`src/design/swp_pkg.sv`:
```
// Shared types and constants for the stop-and-wait packetizer.
package swp_pkg;

	localparam int PayloadDefault    = 50;
	localparam int StoreDepthDefault = 4096;

	// Fixed field widths
	localparam int AddrW  = 12;
	localparam int ByteW  = 8;
	localparam int SeqW   = 6;
	localparam int TimerW = 16;
	localparam int CfgW   = 16;

	// Bit 6 of header byte 0 marks the last packet
	localparam logic [ByteW-1:0] LastFlag = 8'h40;

	typedef enum logic [1:0] {
		FUNC_LOAD  = 2'd0,
		FUNC_START = 2'd1,
		FUNC_ACK   = 2'd2,
		FUNC_TICK  = 2'd3
	} func_t;

	typedef enum logic {
		CFG_MESSAGE_LENGTH    = 1'b0,
		CFG_ACK_TIMEOUT_TICKS = 1'b1
	} cfg_index_t;

	typedef enum logic {
		SEQ_IDLE,
		SEQ_SEND
	} seq_state_t;

	typedef struct packed {
		func_t            func;
		logic [AddrW-1:0] load_address;
		logic [ByteW-1:0] load_data;
	} in_item_t;

	typedef struct packed {
		logic [ByteW-1:0] out_byte;
		logic             out_last;
		logic             retransmit;
		logic             final_packet;
	} out_item_t;

	// Packet request from the control unit to the sequencer
	typedef struct packed {
		logic             start;
		logic [AddrW-1:0] offset;
		logic [ByteW-1:0] count;
		logic [SeqW-1:0]  seq;
		logic             fin;
		logic             resend;
	} pkt_cmd_t;

endpackage

```
`src/design/swp_ctrl.sv`:
```
// Request decode, configuration registers and sender state (offset, sequence, timer).
module swp_ctrl import swp_pkg::*; #(
	parameter int PAYLOAD     = PayloadDefault,
	parameter int STORE_DEPTH = StoreDepthDefault
) (
	input  logic                           clk,
	input  logic                           arst_n,
	input  logic                           in_valid,
	input  in_item_t                       in_item,
	input  logic                           busy,
	input  logic                           cfg_write,
	input  cfg_index_t                     cfg_index,
	input  logic [CfgW-1:0]                cfg_data,
	output logic                           store_we,
	output logic [$clog2(STORE_DEPTH)-1:0] store_waddr,
	output logic [ByteW-1:0]               store_wdata,
	output pkt_cmd_t                       cmd
);

	localparam int LenW = AddrW + 1;

	logic [AddrW-1:0]  off_q, off_d;
	logic [SeqW-1:0]   seq_q, seq_d;
	logic              await_q, await_d;
	logic [TimerW-1:0] wc_q, wc_d, wc_inc;
	logic [AddrW-1:0]  len_q;
	logic [TimerW-1:0] tmo_q;

	logic              accept;
	logic [LenW-1:0]   eff_len;
	logic [LenW-1:0]   cur_end;
	logic              cur_fin;
	logic              emit;
	logic              resend;
	logic [AddrW-1:0]  emit_off;
	logic [LenW-1:0]   emit_end;
	logic [LenW-1:0]   remain;

	assign accept  = in_valid && !busy;
	assign eff_len = ({1'b0, len_q} > LenW'(STORE_DEPTH)) ? LenW'(STORE_DEPTH) : {1'b0, len_q};
	assign cur_end = {1'b0, off_q} + LenW'(PAYLOAD);
	assign cur_fin = cur_end >= eff_len;
	assign wc_inc  = wc_q + TimerW'(1);

	always_comb begin
		off_d    = off_q;
		seq_d    = seq_q;
		await_d  = await_q;
		wc_d     = wc_q;
		emit     = 1'b0;
		resend   = 1'b0;
		emit_off = off_q;
		store_we = 1'b0;
		if (accept) begin
			unique case (in_item.func)
				FUNC_LOAD: begin
					store_we = {1'b0, in_item.load_address} < LenW'(STORE_DEPTH);
				end
				FUNC_START: begin
					emit = 1'b1;
				end
				FUNC_ACK: begin
					if (await_q) begin
						if (cur_fin) begin
							// wrap to the start and go idle
							off_d   = '0;
							seq_d   = '0;
							await_d = 1'b0;
							wc_d    = '0;
						end else begin
							off_d    = cur_end[AddrW-1:0];
							emit_off = cur_end[AddrW-1:0];
							seq_d    = seq_q + SeqW'(1);
							emit     = 1'b1;
						end
					end
				end
				FUNC_TICK: begin
					if (await_q) begin
						wc_d = wc_inc;
						if (wc_inc >= tmo_q || wc_inc == '0) begin
							emit   = 1'b1;
							resend = 1'b1;
						end
					end
				end
				default: begin
				end
			endcase
			if (emit) begin
				await_d = 1'b1;
				wc_d    = '0;
			end
		end
	end

	// Packet geometry at the offset being sent
	assign emit_end = {1'b0, emit_off} + LenW'(PAYLOAD);
	assign remain   = eff_len - {1'b0, emit_off};

	always_comb begin
		cmd        = '0;
		cmd.start  = emit;
		cmd.offset = emit_off;
		cmd.seq    = seq_d;
		cmd.fin    = emit_end >= eff_len;
		cmd.resend = resend;
		if ({1'b0, emit_off} >= eff_len) begin
			cmd.count = '0;
		end else if (remain > LenW'(PAYLOAD)) begin
			cmd.count = ByteW'(PAYLOAD);
		end else begin
			cmd.count = remain[ByteW-1:0];
		end
	end

	assign store_waddr = in_item.load_address[$clog2(STORE_DEPTH)-1:0];
	assign store_wdata = in_item.load_data;

	always_ff @(posedge clk or negedge arst_n) begin
		if (!arst_n) begin
			off_q   <= '0;
			seq_q   <= '0;
			await_q <= 1'b0;
			wc_q    <= '0;
			len_q   <= AddrW'(50);
			tmo_q   <= TimerW'(5);
		end else begin
			off_q   <= off_d;
			seq_q   <= seq_d;
			await_q <= await_d;
			wc_q    <= wc_d;
			if (cfg_write) begin
				unique case (cfg_index)
					CFG_MESSAGE_LENGTH:    len_q <= cfg_data[AddrW-1:0];
					CFG_ACK_TIMEOUT_TICKS: tmo_q <= cfg_data[TimerW-1:0];
					default: begin
					end
				endcase
			end
		end
	end

endmodule

```
`config.mk`:
```
export PLATFORM = sky130hd
export DESIGN_NAME = swp_ctrl
export DESIGN_NICKNAME = d
export VERILOG_FILES = /design/src/design/swp_pkg.sv /design/src/design/swp_ctrl.sv
export SDC_FILE = /design/constraint.sdc
export NUM_CORES = 1
export LEC_CHECK = 0
export ABC_AREA = 1
export BUFFER_PORTS_ARGS = -buffer_cell sky130_fd_sc_hd__buf_2
export CORE_MARGIN = 3
export CORE_UTILIZATION = 42
export DETAILED_ROUTE_END_ITERATION = 8
export SLEW_MARGIN = 20
export SYNTH_ARGS = -nofsm -noshare
export SYNTH_HDL_FRONTEND = slang
export SYNTH_SLANG_ARGS = --single-unit
```
`constraint.sdc`:
```
create_clock -name clk -period 6.3 [get_ports clk]
set_input_delay 0.315 -clock clk [delete_from_list [all_inputs] [get_ports clk]]
set_output_delay 0.315 -clock clk [all_outputs]
set_load 0.01 [all_outputs]
```
=== Word level (Yosys, flattened, before mapping) ===
Index checks and enable logic that the tools add are counted.

* Register bits after elaboration: 63
* Word-level logic and storage cells: 66
* Bits of input ports: 44

* Reduce and logical (&&, ||, !) cells: 12
* Eq/ne operators: 6
* Bitwise logic cells: 1
* $add $sub $neg: 5
* Muxes and demuxes: 30
* $lt $le $gt $ge: 6

{| class="wikitable"
|+ Operators with widths
! operator !! number
|-
| 2-to-1 mux 16 bit || 4
|-
| 2-to-1 mux 12 bit || 5
|-
| case mux 16 bit (2 select lines) || 1
|-
| adder 12 x 6 -> 13 bit (second input constant) || 2
|-
| greater-or-equal comparator 13 bit || 2
|-
| 2-to-1 mux 6 bit || 4
|-
| adder 16 x 1 -> 16 bit (second input constant) || 1
|-
| greater-or-equal comparator 16 bit || 1
|-
| logical NOT 16 bit || 1
|-
| 2-to-1 mux 8 bit || 2
|-
| greater-or-equal comparator 12 x 13 -> 1 bit || 1
|-
| > comparator 12 x 13 -> 1 bit (second input constant) || 1
|-
| > comparator 13 x 6 -> 1 bit (second input constant) || 1
|-
| 2-to-1 mux 13 bit || 1
|-
| subtractor 13 x 12 -> 13 bit || 1
|-
| 2-to-1 mux 1 bit || 12
|-
| != test 3 bit (second input constant) || 3
|-
| adder 6 x 1 -> 6 bit (second input constant) || 1
|-
| AND reduction 2 bit || 3
|-
| AND reduction 5 bit || 1
|-
| == test 2 bit (second input constant) || 2
|-
| case mux 1 bit (3 select lines) || 1
|-
| AND reduction 3 bit || 1
|-
| nonzero test 3 bit || 1
|-
| other kinds (7) || 7
|}

=== Depth between registers and ports, before layout ===
* Depth after elaboration: 11
* Mapped depth: 33
* Mapped depth without buffers: 33

=== Worst setup path after synthesis ===
OpenSTA, ideal clock, no wires.

* Path type: register -> output
* From: register off_q[2]
* To: output cmd[1] (netlist name)
* Buffers on the path: 0
* Slack: 1,712 ps
* Cell stages (with the launch flop): 32
* Arrival: 4,273 ps
* Required time: 5,985 ps
* Cells stage by stage: dfrtp_1 ha_1 nand2_1 a21oi_1 nand2_1 nor2_1 nand3_1 xor2_1 inv_1 ha_1 nand2_1 inv_1 nand2_1 inv_1 and2_1 nand2_1 nand3_1 inv_1 ha_1 o21ai_4 ha_1 a21oi_1 nand2_1 nand2_1 xor2_1 ha_1 nand2_1 a311oi_1 nor2_1 o21ai_0 nand2_1 nand2_1

{| class="wikitable"
|+ RTL lines
! what !! line !! source
|-
| from (decl) || swp_ctrl.sv:22 || <nowiki>logic [AddrW-1:0] off_q, off_d;</nowiki>
|-
| from (signal assigned) || swp_ctrl.sv:122 || <nowiki>off_q <= '0;</nowiki>
|-
| from (signal assigned) || swp_ctrl.sv:129 || <nowiki>off_q <= off_d;</nowiki>
|-
| to (decl) || swp_ctrl.sv:17 || <nowiki>output pkt_cmd_t cmd</nowiki>
|}

==> impl_metrics.sql <==
INSERT INTO impl_metrics (metric_group, metric, value, unit) VALUES
('setup_path', 'worst_r2r_startpoint', 'off_q[2]', ''),
('power', 'total_switching_power', '1080', 'uW'),
('synthesis', 'yosys_most_used_dff', 'sky130_fd_sc_hd__dfrtp_1', ''),
('setup_path', 'reg2regPathDepth', '22', ''),
('setup_path', 'slowest_delay', '400', 'ps'),
('clocking', 'clock_tree.buffer_depth', '2', ''),
('hold_path', 'holdCritPathClass', 'input pin to asynchronous set/reset pin', ''),
('floorplanning', 'floorplan.core_area', '12110', 'sq um'),
('finish', 'layout.nets', '872', ''),
('floorplanning', 'io-pin-count', '94', ''),
('synthesis', 'synth_async_sr_flop_share', '1.000', ''),
('power', 'max_vdd_drop', '0.1476', 'mV'),
('drt', 'avgViaCountPerCell', '4.890', ''),
('setup_path', 'timing_worst_setup_path_type', 'flip-flop to output pin', ''),
('setup_path', 'cp_num_buf_inv', '5', ''),
('clocking', 'clock_latency_on_the_worst_skew_pair', '330', 'ps'),
('synthesis', 'synth_most_common_cell', 'sky130_fd_sc_hd__nand2_1', ''),
('timing', 'worst-slew-pin-transition', '862.6', 'ps'),
('floorplanning', 'start_util', '0.4337', ''),
('global_route', 'pin_count_of_the_biggest_net_entering_global_routing', '63', ''),
('drt', 'route.layer.met1.wl', '5.706', 'mm'),
('global_route', 'first_global_vias', '4492', ''),
('power', 'netSwitchingFraction', '0.4680', ''),
('timing', 'maxSlewHeadroom', '0.4236', ''),
('timing', 'max_freq', '178.2', 'MHz'),
('finish', 'final_core_util', '0.4783', ''),
('run_status', 'outcome', 'finished clean', ''),
('synthesis', 'synth_top_area_share', '0.2716', ''),
('floorplanning', 'fp-row-count', '40', ''),
('placement', 'place.gp.congestion', '0.8629', ''),
('setup_path', 'path_max_fanout', '5', ''),
('clocking', 'cts_tree', 'done', ''),
('synthesis', 'synth_cell_types', '43', ''),
('setup_path', 'worst_r2r_endpoint', 'wc_q[7]', ''),
('power', 'fin_total_pwr', '2308', 'uW'),
('drt', 'drc_errors', '0', ''),
('synthesis', 'synth_top_cells_by_area', 'sky130_fd_sc_hd__dfrtp_1 27%, sky130_fd_sc_hd__nand2_1 13%, sky130_fd_sc_hd__ha_1 13%', ''),
('power', 'leakage_power', '0.003261', 'uW'),
('power', 'clock_power_share', '0.212', ''),
('clocking', 'cts_root_buf', 'sky130_fd_sc_hd__clkbuf_16', ''),
('power', 'power_frac_seq', '0.231', ''),
('setup_path', 'critical_path.most_common_cell', 'sky130_fd_sc_hd__nand2_1', ''),
('drt', 'highest_layer', 'met4', ''),
('clocking', 'number_of_clock_sinks', '62', ''),
('synthesis', 'postSynthAreaPerCell', '7.032', 'sq um'),
('setup_path', 'critPathArrivalTime', '5300', 'ps'),
('synthesis', 'netlist.top_cell.by_area', 'sky130_fd_sc_hd__dfrtp_1', ''),
('clocking', 'cts_repair_resize_count', '0', ''),
('finish', 'fillers', '1261', ''),
('synthesis', 'yosys-top-cells-count', '187 x sky130_fd_sc_hd__nand2_1, 128 x sky130_fd_sc_hd__inv_1, 57 x sky130_fd_sc_hd__dfrtp_1', ''),
('floorplanning', 'die_area', '13880', 'sq um'),
('synthesis', 'synth_enable_flop_cells', '0', ''),
('drt', 'met2_length', '5.849', 'mm'),
('synthesis', 'syn-cell-area', '5253', 'sq um'),
('power', 'internal-power', '1228', 'uW'),
('power', 'powerDensity', '398.5', 'nW/um^2'),
('drt', 'route.antenna.remaining_nets', '0', ''),
('run', 'cap_violations', '0', ''),
('setup_path', 'cp-start-kind', 'flip-flop', ''),
('floorplanning', 'die_h', '117.8', 'um'),
('drt', 'via_count', '4636', ''),
('placement', 'portBuffers', '50', ''),
('setup_path', 'timing.critical_path.slowest_stage_cell', 'sky130_fd_sc_hd__dfrtp_1', ''),
('timing', 'report.final.setup_viol', '0', ''),
('timing', 'rsz0062_at_grt', 'no', ''),
('placement', 'placed_area', '5488', 'sq um'),
('synthesis', 'portion_of_the_post_synthesis_area_used_by_sequential_elements', '0.2966', ''),
('drt', 'wire_per_inst', '12.93', 'um'),
('drt', 'drt_first_pass_iters', '4', ''),
('global_route', 'grt_util_all_layers', '0.1825', ''),
('timing', 'post-route-period-util', '0.8905', '');
-- cells in the final DEF (no fill, tap or decap), types with 2 or more instances in the layout --
cell type,count
sky130_fd_sc_hd__dfrtp_1,57
sky130_fd_sc_hd__a31oi_1,5
sky130_fd_sc_hd__nand3_2,2
sky130_fd_sc_hd__buf_2,50
sky130_fd_sc_hd__clkinvlp_4,4
sky130_fd_sc_hd__nand3b_1,2
sky130_fd_sc_hd__clkbuf_16,9
sky130_fd_sc_hd__nand2_1,187
sky130_fd_sc_hd__a21o_1,2
sky130_fd_sc_hd__inv_2,4
sky130_fd_sc_hd__o21ai_0,38
sky130_fd_sc_hd__nand4_1,12
sky130_fd_sc_hd__nand3_1,49
sky130_fd_sc_hd__xnor2_1,7
sky130_fd_sc_hd__nand2_2,3
sky130_fd_sc_hd__inv_1,128
sky130_fd_sc_hd__dfstp_2,5
sky130_fd_sc_hd__a31o_2,2
sky130_fd_sc_hd__nor2_1,52
sky130_fd_sc_hd__ha_1,53
sky130_fd_sc_hd__a21oi_1,39
sky130_fd_sc_hd__conb_1,4
sky130_fd_sc_hd__nor3_1,7
sky130_fd_sc_hd__o21ai_2,4
sky130_fd_sc_hd__o22ai_1,4
sky130_fd_sc_hd__a211oi_1,2
sky130_fd_sc_hd__nor2_2,7
sky130_fd_sc_hd__xor2_1,24
-- state kept, by name, indices dropped and copies added (netlist names) --
| signal | flops |
|---|---|
| await_q | 1 |
| len_q | 12 |
| off_q | 11 |
| seq_q | 6 |
| tmo_q | 16 |
| wc_q | 16 |
-- layout make-up --
| type | instances | area share |
|---|---|---|
| sequential | 62 | 0.2689 |
| multi-input combinational | 519 | 0.5132 |
| inverter | 132 | 0.08553 |
| clock buffer | 9 | 0.03888 |
| clock inverter | 7 | 0.01274 |
| tap | 168 | 0.03629 |
| timing repair buffer | 51 | 0.04449 |
-- cells by family (layout without fill, tap and decap cells) --
group                    after synthesis  in the layout  synth area share
flip-flops                            62             62            0.2966
AO/OA/AOI/OAI                        104            104            0.1124
XOR/XNOR                              32             32           0.05479
AND/OR/NAND/NOR                      326            326            0.2685
buffers and inverters                168            199            0.1401
adder cells (fa/ha/maj)               53             53            0.1263
other                                  2              4          0.001430
-- worst reg2reg max path, delay by kind of cell, from the launching register on --
kind	cells	cell delay (ps)
adder cells (fa/ha/maj)	2	500
XOR/XNOR	1	220
buffers and inverters	4	330
flip-flops	1	400
AO/OA/AOI/OAI	2	380
AND/OR/NAND/NOR	13	1590
-- per-stage QoR --
| step | worst slack, ps | cells |
|---|---|---|
| 3_3_place_gp | 1155 | 932 |
| 5_1_grt | 111.7 | 948 |
| 4_1_cts | 709.7 | 948 |
| 3_5_place_dp | 1081 | 932 |
| 2_1_floorplan | 1712 | 749 |
| 6_report | 689.8 | 948 |
-- power groups by stage --
| stage | Sequential [uW] | Combinational, uW | Clock [uW] |
|---|---|---|---|
| after floorplan | 518 | 977 | 0 |
| after global placement | 535 | 1260 | 0 |
| final | 533 | 1290 | 489 |
| after detailed placement | 538 | 1280 | 0 |
| after CTS | 531 | 1290 | 505 |
| after global routing | 541 | 1480 | 521 |
-- how the worst max path moves through the flow --
stage	from	to	slack [ps]	depth (start not counted)
global route	off_q[2]	cmd[8]	110	31
CTS	off_q[2]	cmd[1]	710	32
detailed placement	off_q[2]	cmd[1]	1080	32
finish	off_q[2]	cmd[1]	690	32
floorplan	off_q[2]	cmd[1]	1710	31
global placement	off_q[2]	cmd[1]	1160	32
-- per-layer routing --
metal  vias up  global-route usage
li1       2410                   -
met3        16             0.03172
met4         0             0.07106
met2        97              0.3047
met1      2113              0.2357
met5         -                   0
Power figures use the tool's default switching activity.
