<file path="src/design/swp_pkg.sv">
// Shared types and constants for the stop-and-wait packetizer.
package swp_pkg;

	localparam int PayloadDefault    = 50;
	localparam int StoreDepthDefault = 4096;

	// Fixed field widths
	localparam int AddrW  = 12;
	localparam int ByteW  = 8;
	localparam int SeqW   = 6;
	localparam int TimerW = 16;
	localparam int CfgW   = 16;

	// Bit 6 of header byte 0 marks the last packet
	localparam logic [ByteW-1:0] LastFlag = 8'h40;

	typedef enum logic [1:0] {
		FUNC_LOAD  = 2'd0,
		FUNC_START = 2'd1,
		FUNC_ACK   = 2'd2,
		FUNC_TICK  = 2'd3
	} func_t;

	typedef enum logic {
		CFG_MESSAGE_LENGTH    = 1'b0,
		CFG_ACK_TIMEOUT_TICKS = 1'b1
	} cfg_index_t;

	typedef enum logic {
		SEQ_IDLE,
		SEQ_SEND
	} seq_state_t;

	typedef struct packed {
		func_t            func;
		logic [AddrW-1:0] load_address;
		logic [ByteW-1:0] load_data;
	} in_item_t;

	typedef struct packed {
		logic [ByteW-1:0] out_byte;
		logic             out_last;
		logic             retransmit;
		logic             final_packet;
	} out_item_t;

	// Packet request from the control unit to the sequencer
	typedef struct packed {
		logic             start;
		logic [AddrW-1:0] offset;
		logic [ByteW-1:0] count;
		logic [SeqW-1:0]  seq;
		logic             fin;
		logic             resend;
	} pkt_cmd_t;

endpackage

</file>
<file path="src/design/swp_seq.sv">
// Packet sequencer: walks the packet bytes, reads the store and drives the output register.
module swp_seq import swp_pkg::*; #(
	parameter int PAYLOAD     = PayloadDefault,
	parameter int STORE_DEPTH = StoreDepthDefault
) (
	input  logic                           clk,
	input  logic                           arst_n,
	input  pkt_cmd_t                       cmd,
	output logic                           busy,
	output logic                           rd_en,
	output logic [$clog2(STORE_DEPTH)-1:0] rd_addr,
	input  logic [ByteW-1:0]               rd_data,
	output logic                           out_valid,
	input  logic                           out_stall,
	output out_item_t                      out_item
);

	localparam int AW   = $clog2(STORE_DEPTH);
	localparam int KW   = $clog2(PAYLOAD + 2);
	localparam int LenW = AddrW + 1;

	seq_state_t       state_q, state_d;
	logic [KW-1:0]    idx_q;
	logic [AddrW-1:0] off_q;
	logic [ByteW-1:0] count_q;
	logic [SeqW-1:0]  seq_q;
	logic             fin_q;
	logic             resend_q;

	logic             s1_valid_s1;
	logic [ByteW-1:0] byte_s1;
	logic             use_ram_s1;
	logic             last_s1;
	logic             resend_s1;
	logic             fin_s1;

	logic             out_valid_q;
	out_item_t        out_q;

	logic             out_free;
	logic             s1_adv;
	logic             issue;
	logic             is_last;
	logic [KW-1:0]    data_idx;
	logic             is_data;
	logic [ByteW-1:0] issue_byte;

	assign out_free = !out_valid_q || !out_stall;
	assign s1_adv   = s1_valid_s1 && out_free;
	assign is_last  = idx_q == KW'(PAYLOAD + 1);
	assign data_idx = idx_q - KW'(2);
	assign is_data  = (idx_q >= KW'(2)) && (ByteW'(data_idx) < count_q);

	always_comb begin
		state_d = state_q;
		unique case (state_q)
			SEQ_IDLE: if (cmd.start) state_d = SEQ_SEND;
			SEQ_SEND: if (issue && is_last) state_d = SEQ_IDLE;
			default:  state_d = SEQ_IDLE;
		endcase
	end

	always_comb begin
		issue      = 1'b0;
		issue_byte = '0;
		unique case (state_q)
			SEQ_IDLE: begin
				issue = 1'b0;
			end
			SEQ_SEND: begin
				issue = !s1_valid_s1 || s1_adv;
				if (idx_q == '0) begin
					issue_byte = {1'b0, fin_q, seq_q} | (fin_q ? LastFlag : '0);
				end else if (idx_q == KW'(1)) begin
					issue_byte = count_q;
				end
			end
			default: begin
				issue = 1'b0;
			end
		endcase
	end

	assign busy    = state_q == SEQ_SEND;
	assign rd_en   = issue && is_data;
	assign rd_addr = AW'(LenW'(off_q) + LenW'(data_idx));

	always_ff @(posedge clk or negedge arst_n) begin
		if (!arst_n) begin
			state_q     <= SEQ_IDLE;
			idx_q       <= '0;
			s1_valid_s1 <= 1'b0;
			out_valid_q <= 1'b0;
		end else begin
			state_q <= state_d;
			if (state_q == SEQ_IDLE && cmd.start) begin
				idx_q <= '0;
			end else if (issue) begin
				idx_q <= idx_q + KW'(1);
			end
			if (issue) begin
				s1_valid_s1 <= 1'b1;
			end else if (s1_adv) begin
				s1_valid_s1 <= 1'b0;
			end
			if (s1_adv) begin
				out_valid_q <= 1'b1;
			end else if (!out_stall) begin
				out_valid_q <= 1'b0;
			end
		end
	end

	always_ff @(posedge clk) begin
		if (state_q == SEQ_IDLE && cmd.start) begin
			off_q    <= cmd.offset;
			count_q  <= cmd.count;
			seq_q    <= cmd.seq;
			fin_q    <= cmd.fin;
			resend_q <= cmd.resend;
		end
		if (issue) begin
			byte_s1    <= issue_byte;
			use_ram_s1 <= is_data;
			last_s1    <= is_last;
			resend_s1  <= resend_q;
			fin_s1     <= fin_q;
		end
		if (s1_adv) begin
			out_q.out_byte     <= use_ram_s1 ? rd_data : byte_s1;
			out_q.out_last     <= last_s1;
			out_q.retransmit   <= resend_s1;
			out_q.final_packet <= fin_s1;
		end
	end

	assign out_valid = out_valid_q;
	assign out_item  = out_q;

endmodule

</file>
<file path="config.mk">
export PLATFORM = sky130hd
export DESIGN_NAME = swp_seq
export DESIGN_NICKNAME = d
export VERILOG_FILES = /design/src/design/swp_pkg.sv /design/src/design/swp_seq.sv
export SDC_FILE = /design/constraint.sdc
export NUM_CORES = 1
export LEC_CHECK = 0
export ABC_AREA = 1
export ABC_CLOCK_PERIOD_IN_PS = 6500
export BUFFER_PORTS_ARGS = -buffer_cell sky130_fd_sc_hd__buf_2
export CORE_MARGIN = 2
export CORE_UTILIZATION = 45
export DETAILED_ROUTE_END_ITERATION = 10
export PLACE_DENSITY = 0.68
export SLEW_MARGIN = 10
export SYNTH_ARGS = -nofsm -noshare
export SYNTH_HDL_FRONTEND = slang
export SYNTH_SLANG_ARGS = --single-unit
</file>
<file path="constraint.sdc">
create_clock -name clk -period 6.5 [get_ports clk]
set_input_delay 0.975 -clock clk [delete_from_list [all_inputs] [get_ports clk]]
set_output_delay 0.975 -clock clk [all_outputs]
set_load 0.1 [all_outputs]
</file>
# Word level (Yosys, flattened, before mapping)
# Cells that the tools add are included.
# word_totals
wordCells	55
ff_bits	60
# classes
eq_ne	3
magnitude_cmp	2
reduce_logical	13
muxes	14
bitwise_logic	2
add_sub_neg	3
# op_table
cell	count
8-bit 2-to-1 mux	3
12-bit by 6-bit adder with 12-bit output	1
6-bit 2-to-1 mux	2
6-bit by 8-bit < comparator with 1-bit output	1
7-bit 2-to-1 mux	1
7-bit bitwise OR	1
6-bit by 1-bit adder with 6-bit output (second input constant)	1
6-bit by 1-bit == test with 1-bit output (second input constant)	1
6-bit == test (second input constant)	1
6-bit by 2-bit >= comparator with 1-bit output (second input constant)	1
6-bit logical NOT	1
1-bit 2-to-1 mux	6
6-bit by 2-bit subtractor with 6-bit output (second input constant)	1
1-bit logical AND	5
1-bit case mux with 2 select lines	2
2-bit nonzero test	2
1-bit logical NOT	3
1-bit logical OR	2
2-bit by 1-bit != test with 1-bit output (second input constant)	1
1-bit NOT	1

# Logic depth before layout (Yosys ltp)
# Gate-level depths: netlist (run 1).
# depth
word_depth	8
ltp_mapped	12
mapped_depth_nobuf	12

# Worst setup path after synthesis (run 1)
# Ideal clock, no wire load.
# synth_timing
kind	register to output
startpoint	register idx_q[1]
endpoint	output port rd_addr[7]
required_time_ns	5.525
path_stages_with_launch	11
path_buffers	0
slack_ns	2.348
arrival_ns	3.177
path_cell_list	dfrtp_1 -> inv_1 -> ha_1 -> nand3_1 -> xor2_1 -> ha_1 -> nand2_2 -> inv_1 -> a21oi_1 -> nand2_2 -> xor2_1
# synth_via
elab_chain_len	2
# synth_lines
element	line_no	source
from (decl)	swp_seq.sv:23	logic [KW-1:0] idx_q;
from (signal assigned)	swp_seq.sv:99	idx_q <= idx_q + KW'(1);
6-bit by 2-bit subtractor with 6-bit output	swp_seq.sv:51	assign data_idx = idx_q - KW'(2);
12-bit by 6-bit adder with 12-bit output	swp_seq.sv:86	assign rd_addr = AW'(LenW'(off_q) + LenW'(data_idx));
to (decl)	swp_seq.sv:11	output logic [$clog2(STORE_DEPTH)-1:0] rd_addr,
# Every way passes these cells.

# Final worst setup path (run 1)
# Ends and elaborated chain as after synthesis.

==> results of run 1 <==
[registers in the layout, indices dropped and copies added, names as in the netlist]
signal       flops
use_ram_s1       1
resend_s1        1
resend_q         1
last_s1          1
busy             1
out_item        11
byte_s1          8
count_q          8
fin_s1           1
off_q           12
s1_valid_s1      1
fin_q            1
idx_q            6
seq_q            6
out_valid        1
[layout make-up]
class,count,area share
Multi-Input combinational cell,168,0.287
Clock buffer,10,0.0356
Tap cell,77,0.0269
Inverter,42,0.0440
Clock inverter,6,0.0248
Sequential cell,60,0.490
Timing Repair Buffer,65,0.0908
[worst max-delay path, cell delays in order, from the launching register on]
cell                      delay, ps
sky130_fd_sc_hd__dfrtp_1        450
sky130_fd_sc_hd__inv_1          220
sky130_fd_sc_hd__ha_1           220
sky130_fd_sc_hd__nand3_1        100
sky130_fd_sc_hd__xor2_1         170
sky130_fd_sc_hd__ha_1           370
sky130_fd_sc_hd__nand2_2        120
sky130_fd_sc_hd__inv_1           40
sky130_fd_sc_hd__a21oi_1        170
sky130_fd_sc_hd__nand2_2         90
sky130_fd_sc_hd__xor2_1         150
sky130_fd_sc_hd__buf_2          450
[cells by family after synthesis]
group,after synthesis,synth area share
xor gates and xnor gates,9,0.0267
DFF,60,0.594
and+or+nand+nor,115,0.179
AOI/OAI and AO/OA,18,0.0330
adders and majority gates,18,0.0787
muxes,8,0.0305
buffers and inverters,44,0.0576
[through the flow]
stage / setup WS (ps) / util / cell area, um^2 / hold slack [ps]
floorplan: 2350 / - / 2960 / 400
global placement: 3080 / 0.530 / 3370 / 403
detailed placement: 2950 / 0.530 / 3370 / 405
CTS: 2560 / 0.564 / 3580 / 419
global route: 2320 / 0.564 / 3580 / 431
finish: 2620 / 0.564 / 3580 / 417
[metal layers]
metal	track usage	vias to the layer above	routed length, um
li1	-	1050	-
met1	0.178	921	2230
met2	0.257	67	2490
met3	0.0603	4	382
met4	0.0606	0	37
met5	0	-	0
[synthesized netlist by cell type, types with 4 or more instances]
cell / n
sky130_fd_sc_hd__edfxtp_1: 51
sky130_fd_sc_hd__a21oi_1: 4
sky130_fd_sc_hd__nand2_1: 60
sky130_fd_sc_hd__dfrtp_1: 9
sky130_fd_sc_hd__inv_1: 37
sky130_fd_sc_hd__nor3_1: 5
sky130_fd_sc_hd__o21ai_0: 5
sky130_fd_sc_hd__o21ai_1: 5
sky130_fd_sc_hd__mux2_2: 8
sky130_fd_sc_hd__nand3_1: 18
sky130_fd_sc_hd__nor2_1: 16
sky130_fd_sc_hd__nand2_2: 5
sky130_fd_sc_hd__inv_2: 5
sky130_fd_sc_hd__ha_1: 17
sky130_fd_sc_hd__xor2_1: 7
[worst max path at each step]
stage              from    endpoint  cells after the start
5_1_grt        idx_q[1]       rd_en                     13
6_report       idx_q[1]  rd_addr[7]                     11
3_3_place_gp   idx_q[1]  rd_addr[7]                     11
2_1_floorplan  idx_q[1]  rd_addr[7]                     10
4_1_cts        idx_q[1]  rd_addr[7]                     11
3_5_place_dp   idx_q[1]  rd_addr[7]                     11
[placed cells by master, fill, tap and decap left out, types with 2 or more instances in the layout]
| master | netlist | layout |
|---|---|---|
| sky130_fd_sc_hd__buf_2 | 1 | 65 |
| sky130_fd_sc_hd__bufinv_16 | 0 | 2 |
| sky130_fd_sc_hd__or2_1 | 2 | 2 |
| sky130_fd_sc_hd__nand2_2 | 5 | 5 |
| sky130_fd_sc_hd__mux2_2 | 8 | 8 |
| sky130_fd_sc_hd__inv_2 | 5 | 5 |
| sky130_fd_sc_hd__nor2_1 | 16 | 16 |
| sky130_fd_sc_hd__nor3_1 | 5 | 5 |
| sky130_fd_sc_hd__nand3_2 | 2 | 2 |
| sky130_fd_sc_hd__o22ai_1 | 2 | 2 |
| sky130_fd_sc_hd__a21oi_1 | 4 | 4 |
| sky130_fd_sc_hd__inv_1 | 37 | 37 |
| sky130_fd_sc_hd__ha_1 | 17 | 17 |
| sky130_fd_sc_hd__clkbuf_8 | 0 | 9 |
| sky130_fd_sc_hd__dfrtp_1 | 9 | 9 |
| sky130_fd_sc_hd__o21ai_1 | 5 | 5 |
| sky130_fd_sc_hd__nand4_1 | 2 | 2 |
| sky130_fd_sc_hd__clkinvlp_4 | 0 | 2 |
| sky130_fd_sc_hd__xnor2_1 | 2 | 2 |
| sky130_fd_sc_hd__edfxtp_1 | 51 | 51 |
| sky130_fd_sc_hd__xor2_1 | 7 | 7 |
| sky130_fd_sc_hd__o21ai_0 | 5 | 5 |
| sky130_fd_sc_hd__nand2_1 | 60 | 60 |
| sky130_fd_sc_hd__nand3_1 | 18 | 18 |
| sky130_fd_sc_hd__nor2_4 | 2 | 2 |
==> results.toml, run 1 <==
[cells_and_area]
syn2layout_area_growth_pct = 21.2
stdcell_count = 428
antenna_cells_inserted = 0
layout-drive-gt1-share = 0.293
layout.area.seq_um2 = 1760
finish.net_count = 404
fill_cells = 558
multiInputGateArea_um2 = 1030

[detailed_routing]
drt_iter0_drc = 86
routed_wire_length_per_instance_um = 12.0
totalWireLength_um = 5130
drc_errors = 0
mean_number_of_vias_per_cell = 4.77
detailroute.via_count = 2042
count_of_nets_left_with_antenna_violations_after_detail_routing = 0
firstDrtPassIters = 4

[global_route]
grt_max_degree = 30
grt_pass1_wl_um = 8540
first_global_vias = 2009
grt_antenna_before_repair = 0
groute.usage.overall = 0.154
grt_overflow_total = 0

[synthesis]
synthCells = 272
ys_dominant_reg_cell = "sky130_fd_sc_hd__edfxtp_1"
synth-edff-count = 51
synth-seq-area-share = 0.594
synth_cell_type_count = 29
ys_async_rst_share = 0.150
yosys_top_cell_by_area = "sky130_fd_sc_hd__edfxtp_1"
ys.warnings.count = 0
synth_top_area_frac = 0.518
synth.cell_area_um2 = 2960
syn_area_per_cell_um2 = 10.9
synth.net_count = 330
synth_top_cells_by_area = "sky130_fd_sc_hd__edfxtp_1 (52%), sky130_fd_sc_hd__dfrtp_1 (7.6%), sky130_fd_sc_hd__nand2_1 (7.6%), sky130_fd_sc_hd__ha_1 (7.2%), sky130_fd_sc_hd__inv_1 (4.7%)"
synth_seq_cells = 60

[die]
floorplan.io_pins = 66
core_um2 = 6350
die_h_um = 85.1
dieArea_um2 = 7230
initial_core_util = 0.466
die_x_um = 85.1
placementRows = 29

[min_path]
hold-path-endpoint = "resend_s1"
hold_path_startpoint = "resend_q"
hold-path-cell-count = 0
worst_hold_path_type = "flip-flop to flip-flop"

[worst_setup_path]
critical_r2r_capture = "use_ram_s1"
crit_path_start_kind = "flip-flop"
path_class = "flip-flop to primary output"
r2r_setup_slack_ps = 4390
cp.required_ps = 5520
arrival_ps = 2900
worstRegToRegCells = 12
worst-path-max-fanout = 7
reg2reg_from = "idx_q[1]"
type_of_element_capturing_the_critical_path = "primary output"

[placed_design]
dp_hpwl_um = 3940
port_buffers = 65
final_replace_weighted_congestion = 0.849
placed_cells = 412

[cts]
clock_tree_from_tritoncts = "done"
numClockSinks = 60
post_cts.resized_instances = 0
cts-root-buf = "sky130_fd_sc_hd__clkbuf_8"
path_clk_slew_ps = 70
numCtsBuffers = 9
post-cts-setup-buffers = 0
clk-insertion-delay-late_ps = 340
clock_tree.buffer_depth = 2
htree_levels = 3
cts-hold-fix-buffers = 0

[status]
run_status = "completed"

[timing]
setup_repair_after_global_routing_missed_its_margin = "false"
final_min_period_over_clock_period = 0.597
setup-violations-final = 0
slew_viol_final = 0
finalClockSkew_ps = 5.86
hold_violations = 0
maxClockFrequency_mhz = 258
slew-limit-headroom = 0.274
finalWorstPathRequiredPeriod_ps = 3880
setup_tns_ps = 0
timing_worst_slew_pin_value_ps = 1090

[flow_run]
maxCapViolations = 0
Power of run 1 is not shown: default switching activity piles up to over one toggle a cycle in this logic, so the estimate is an artifact.
==> run 2, diff against run 1 <==
--- a/config.mk
+++ b/config.mk
@@ -6,12 +6,12 @@
 export NUM_CORES = 1
 export LEC_CHECK = 0
 export ABC_AREA = 1
-export ABC_CLOCK_PERIOD_IN_PS = 6500
+export ABC_CLOCK_PERIOD_IN_PS = 3100
 export BUFFER_PORTS_ARGS = -buffer_cell sky130_fd_sc_hd__buf_2
 export CORE_MARGIN = 2
 export CORE_UTILIZATION = 45
 export DETAILED_ROUTE_END_ITERATION = 10
-export PLACE_DENSITY = 0.68
+export PLACE_DENSITY = 0.71
 export SLEW_MARGIN = 10
 export SYNTH_ARGS = -nofsm -noshare
 export SYNTH_HDL_FRONTEND = slang
==> constraint.sdc (replaced) <==
create_clock -name clk -period 3.1 [get_ports clk]
set_input_delay 0.465 -clock clk [delete_from_list [all_inputs] [get_ports clk]]
set_output_delay 0.465 -clock clk [all_outputs]
set_load 0.1 [all_outputs]
==> results.toml, run 2 (synthesis gave the netlist of run 1 again) <==
[cells_and_area]
multiInputGateArea_um2 = 1110
antenna_cells_inserted = 0
layout-drive-gt1-share = 0.350
syn2layout_area_growth_pct = 31.2
fill_cells = 477
stdcell_count = 434
finish.net_count = 410
layout.area.seq_um2 = 1760
largest_reg_flops = 12
mostFrequentLayoutCells = "sky130_fd_sc_hd__nand2_1 (60), sky130_fd_sc_hd__buf_2 (56), sky130_fd_sc_hd__edfxtp_1 (51)"
final_util = 0.611
regMostFlops = "off_q"
mostFrequentLayoutCell = "sky130_fd_sc_hd__nand2_1"

[timing]
finalWorstPathRequiredPeriod_ps = 3010
setup-violations-final = 0
finalClockSkew_ps = 12.1
final_min_period_over_clock_period = 0.971
timing_worst_slew_pin_value_ps = 845
maxClockFrequency_mhz = 332
slew_viol_final = 0
slew-limit-headroom = 0.435
hold_violations = 0

[detailed_routing]
mean_number_of_vias_per_cell = 4.76
detailroute.via_count = 2065
firstDrtPassIters = 4
routed_wire_length_per_instance_um = 12.5
totalWireLength_um = 5420
count_of_nets_left_with_antenna_violations_after_detail_routing = 0
drc_errors = 0
drt_iter0_drc = 79

[die]
core_um2 = 6350
die_h_um = 85.1
placementRows = 29
dieArea_um2 = 7230
floorplan.io_pins = 66
initial_core_util = 0.466
die_x_um = 85.1

[global_route]
first_global_vias = 1975
groute.usage.overall = 0.158
grt_pass1_wl_um = 8660
grt_overflow_total = 0
grt_max_degree = 30
grt_antenna_before_repair = 0

[worst_setup_path]
worst-path-max-fanout = 5
cp_cell_sequence = "inv_2 -> ha_2 -> nand3_2 -> xor2_2 -> ha_1 -> nand2_1 -> inv_1 -> o21ai_1 -> inv_1 -> nor2_1 -> nand2_1 -> nor2_2 -> buf_12"
cp.required_ps = 2630
type_of_element_capturing_the_critical_path = "primary output"
arrival_ps = 2540
cp.buffers_inverters = 4
crit_path_start_kind = "flip-flop"
worst_path_dominant_cell_family = "simple AND/OR/NAND/NOR gates"
worst_path_max_delay_cell = "sky130_fd_sc_hd__dfrtp_2"
timing.critical_path.slowest_cell_delay_ps = 450
path_class = "flip-flop to primary output"

[placed_design]
port_buffers = 65
final_replace_weighted_congestion = 0.771
dp_hpwl_um = 4080
placed_cells = 413

[cts]
cts-root-buf = "sky130_fd_sc_hd__clkbuf_8"
numClockSinks = 60
clock_tree_from_tritoncts = "done"
clock_tree.buffer_depth = 2
clk-insertion-delay-late_ps = 350
htree_levels = 3
numCtsBuffers = 9
path_clk_slew_ps = 80

[status]
run_status = "completed"

[flow_run]
maxCapViolations = 0

[min_path]
worst_hold_path_type = "input pin to flip-flop"
run 2: worst paths after layout:
check / startpoint / endpoint / slack, ps / cells past startpoint
setup / recovery: idx_q[2] / rd_en / 90 / 13
hold / removal: cmd[22] / off_q[6] / 290 / 1
setup reg to reg: idx_q[2] / use_ram_s1 / 960 / 13
hold reg to reg: resend_q / resend_s1 / 420 / 0
max in group asynchronous: arst_n / idx_q[1] / 2380 / 2
min in group asynchronous: arst_n / idx_q[0] / 500 / 2
run 2: repair_timing:
item	in CTS	in global routing
setup buffers	0	4
endpoints found under the setup margin	7	9
resized for setup	2	13
hold buffers	1	0
pin swaps	0	4
endpoints found under the hold margin	9	0
run 2: final cells by class:
type | instances | area share
well taps | 77 | 0.0248
multi-input cells | 168 | 0.286
repair buffers | 71 | 0.131
clock inverters | 7 | 0.0319
inverters | 42 | 0.0413
clock buffers | 9 | 0.0319
flip-flops and latches | 60 | 0.453
run 2: per-layer routing:
layer | track usage | routed length [um] | part of all wire
met3 | 0.0457 | 352 | 0.065
met5 | 0 | 0 | 0
met4 | 0.0808 | 83 | 0.015
met1 | 0.192 | 2310 | 0.43
met2 | 0.256 | 2670 | 0.49
run 2: worst reg2reg max path, stage by stage (launching register included):
cell and delay (ps):
sky130_fd_sc_hd__dfrtp_2 450, sky130_fd_sc_hd__inv_2 80, sky130_fd_sc_hd__ha_2 200, sky130_fd_sc_hd__nand3_2 110
sky130_fd_sc_hd__xor2_2 210, sky130_fd_sc_hd__ha_1 320, sky130_fd_sc_hd__nand2_1 70, sky130_fd_sc_hd__inv_1 40
sky130_fd_sc_hd__o21ai_1 100, sky130_fd_sc_hd__inv_1 50, sky130_fd_sc_hd__nor2_1 100, sky130_fd_sc_hd__nand2_1 100
sky130_fd_sc_hd__buf_4 150, sky130_fd_sc_hd__inv_1 40
run 2: through the flow:
| step | hold WS (ps) | area [um^2] | setup TNS (ps) | worst slack (ps) |
|---|---|---|---|---|
| after floorplan | 169 | 2980 | -476 | -325 |
| after detailed placement | 332 | 3540 | 0 | 288 |
| after global routing | 277 | 3880 | -17.9 | -15.0 |
| final | 288 | 3880 | 0 | 91.2 |
| after global placement | 327 | 3540 | 0 | 379 |
| after CTS | 270 | 3790 | 0 | 7.13 |
Power of run 2 is left out for the same reason.
==> run 3, diff against run 2 <==
==> constraint.sdc (replaced) <==
create_clock -name clk -period 3.1 [get_ports clk]
set_input_delay 0.62 -clock clk [delete_from_list [all_inputs] [get_ports clk]]
set_output_delay 0.62 -clock clk [all_outputs]
set_load 0.1 [all_outputs]
==> results.toml, run 3 (synthesis gave the netlist of run 1 again) <==
[global_route]
grt_max_degree = 30
grt_antenna_before_repair = 0
grt_pass1_wl_um = 9910
grt_overflow_total = 0
first_global_vias = 2283
groute.usage.overall = 0.181

[detailed_routing]
totalWireLength_um = 6230
routed_wire_length_per_instance_um = 14.0
drc_errors = 0
detailroute.via_count = 2199
mean_number_of_vias_per_cell = 4.95
firstDrtPassIters = 4
count_of_nets_left_with_antenna_violations_after_detail_routing = 0
drt_iter0_drc = 104

[cells_and_area]
fill_cells = 479
antenna_cells_inserted = 0
finish.net_count = 420
postLayoutCellArea_um2 = 4040
syn2layout_area_growth_pct = 36.6
mostFrequentLayoutCells = "sky130_fd_sc_hd__nand2_1 (55), sky130_fd_sc_hd__buf_2 (55), sky130_fd_sc_hd__edfxtp_1 (51)"
regMostFlops = "off_q"
largest_reg_flops = 12
layout-drive-gt1-share = 0.401
final_util = 0.636

[timing]
finalWorstPathRequiredPeriod_ps = 3020
slew_viol_final = 0
tightest_hold_margin_ps = 130
timing_worst_slew_pin_value_ps = 822
hold_violations = 0
slew-limit-headroom = 0.450
finalClockSkew_ps = 9.27
final_min_period_over_clock_period = 0.974
maxClockFrequency_mhz = 331
setup_repair_after_global_routing_missed_its_margin = "true"
setup-violations-final = 0

[placed_design]
dp_hpwl_um = 4310
instance_area_at_placement_um2 = 3590
final_replace_weighted_congestion = 0.809
port_buffers = 65

[die]
die_h_um = 85.1
dieArea_um2 = 7230
core_um2 = 6350
placementRows = 29
initial_core_util = 0.466
floorplan.io_pins = 66
die_x_um = 85.1

[worst_setup_path]
type_of_element_capturing_the_critical_path = "primary output"
worst-path-max-fanout = 5
arrival_ps = 2400
crit_path_start_kind = "flip-flop"
path_class = "flip-flop to primary output"
cp.required_ps = 2480

[flow_run]
maxCapViolations = 0

[cts]
cts-root-buf = "sky130_fd_sc_hd__clkbuf_8"
clock_tree.buffer_depth = 2
path_clk_slew_ps = 70
htree_levels = 3
clock_tree_from_tritoncts = "done"
numClockSinks = 60
clk-insertion-delay-late_ps = 340
numCtsBuffers = 9

[status]
run_status = "completed"

[min_path]
worst_hold_path_type = "input pin to asynchronous set/reset pin"
==> run 3: cell types whose count changed in the layout (fill, tap and decap cells not counted), moves of 3 or more <==
cell / delta
sky130_fd_sc_hd__buf_4: +11
sky130_fd_sc_hd__nand2_1: -5
sky130_fd_sc_hd__xor2_4: +3
sky130_fd_sc_hd__nand2_2: +5
==> run 3: per-layer routing <==
layer / share of wire / global-route usage / wire [um] / vias up
li1: - / - / - / 1086
met1: 0.40 / 0.194 / 2470 / 1026
met2: 0.53 / 0.325 / 3320 / 75
met3: 0.052 / 0.0438 / 324 / 12
met4: 0.020 / 0.0996 / 123 / 0
met5: 0 / 0 / 0 / -
==> run 3: repair_timing <==
action,CTS,global route
pin swaps,3,14
gates resized for setup,17,15
endpoints found under the setup margin,9,8
setup buffers,6,8
hold buffers,0,0
endpoints found under the hold margin,0,0
==> run 3: final timing paths <==
path | slack (ps) | cells after the start | startpoint | to
max | 80 | 11 | idx_q[2] | rd_addr[6]
min in group clk | 420 | 0 | resend_s1 | out_item[1]
min | 130 | 1 | arst_n | idx_q[1]
max in group asynchronous | 2760 | 1 | arst_n | idx_q[0]
max reg2reg | 1040 | 13 | idx_q[3] | use_ram_s1
min reg2reg | 420 | 0 | resend_s1 | out_item[1]
==> run 3: final cells by class <==
type                            instances  area, um^2  share of cell area
Timing Repair Buffer                   81         596               0.147
Inverter                               42         158              0.0390
Sequential cell                        60        1760               0.436
Clock inverter                          6        65.1              0.0161
Clock buffer                           10         128              0.0316
Multi-Input combinational cell        168        1240               0.306
Tap cell                               77        96.3              0.0238
==> run 3: critical path, cell delays in order, from the launching register on <==
cell and delay [ps]:
sky130_fd_sc_hd__dfrtp_2 440, sky130_fd_sc_hd__inv_2 90, sky130_fd_sc_hd__ha_4 160, sky130_fd_sc_hd__nand3_4 100, sky130_fd_sc_hd__xor2_4 190, sky130_fd_sc_hd__ha_4 320
sky130_fd_sc_hd__nand2_1 80, sky130_fd_sc_hd__nor2_1 90, sky130_fd_sc_hd__nand2_1 100, sky130_fd_sc_hd__nand3_4 110, sky130_fd_sc_hd__xor2_4 190, sky130_fd_sc_hd__buf_12 190
==> run 3: through the flow <==
stage          instances  setup WS [ps]  setup TNS, ps
2_1_floorplan        272           -480          -1050
3_3_place_gp         414            250              0
3_5_place_dp         414            124              0
4_1_cts              436           11.6              0
5_1_grt              444          -38.1           -216
6_report             444           79.4              0
Power of run 3 is left out for the same reason.
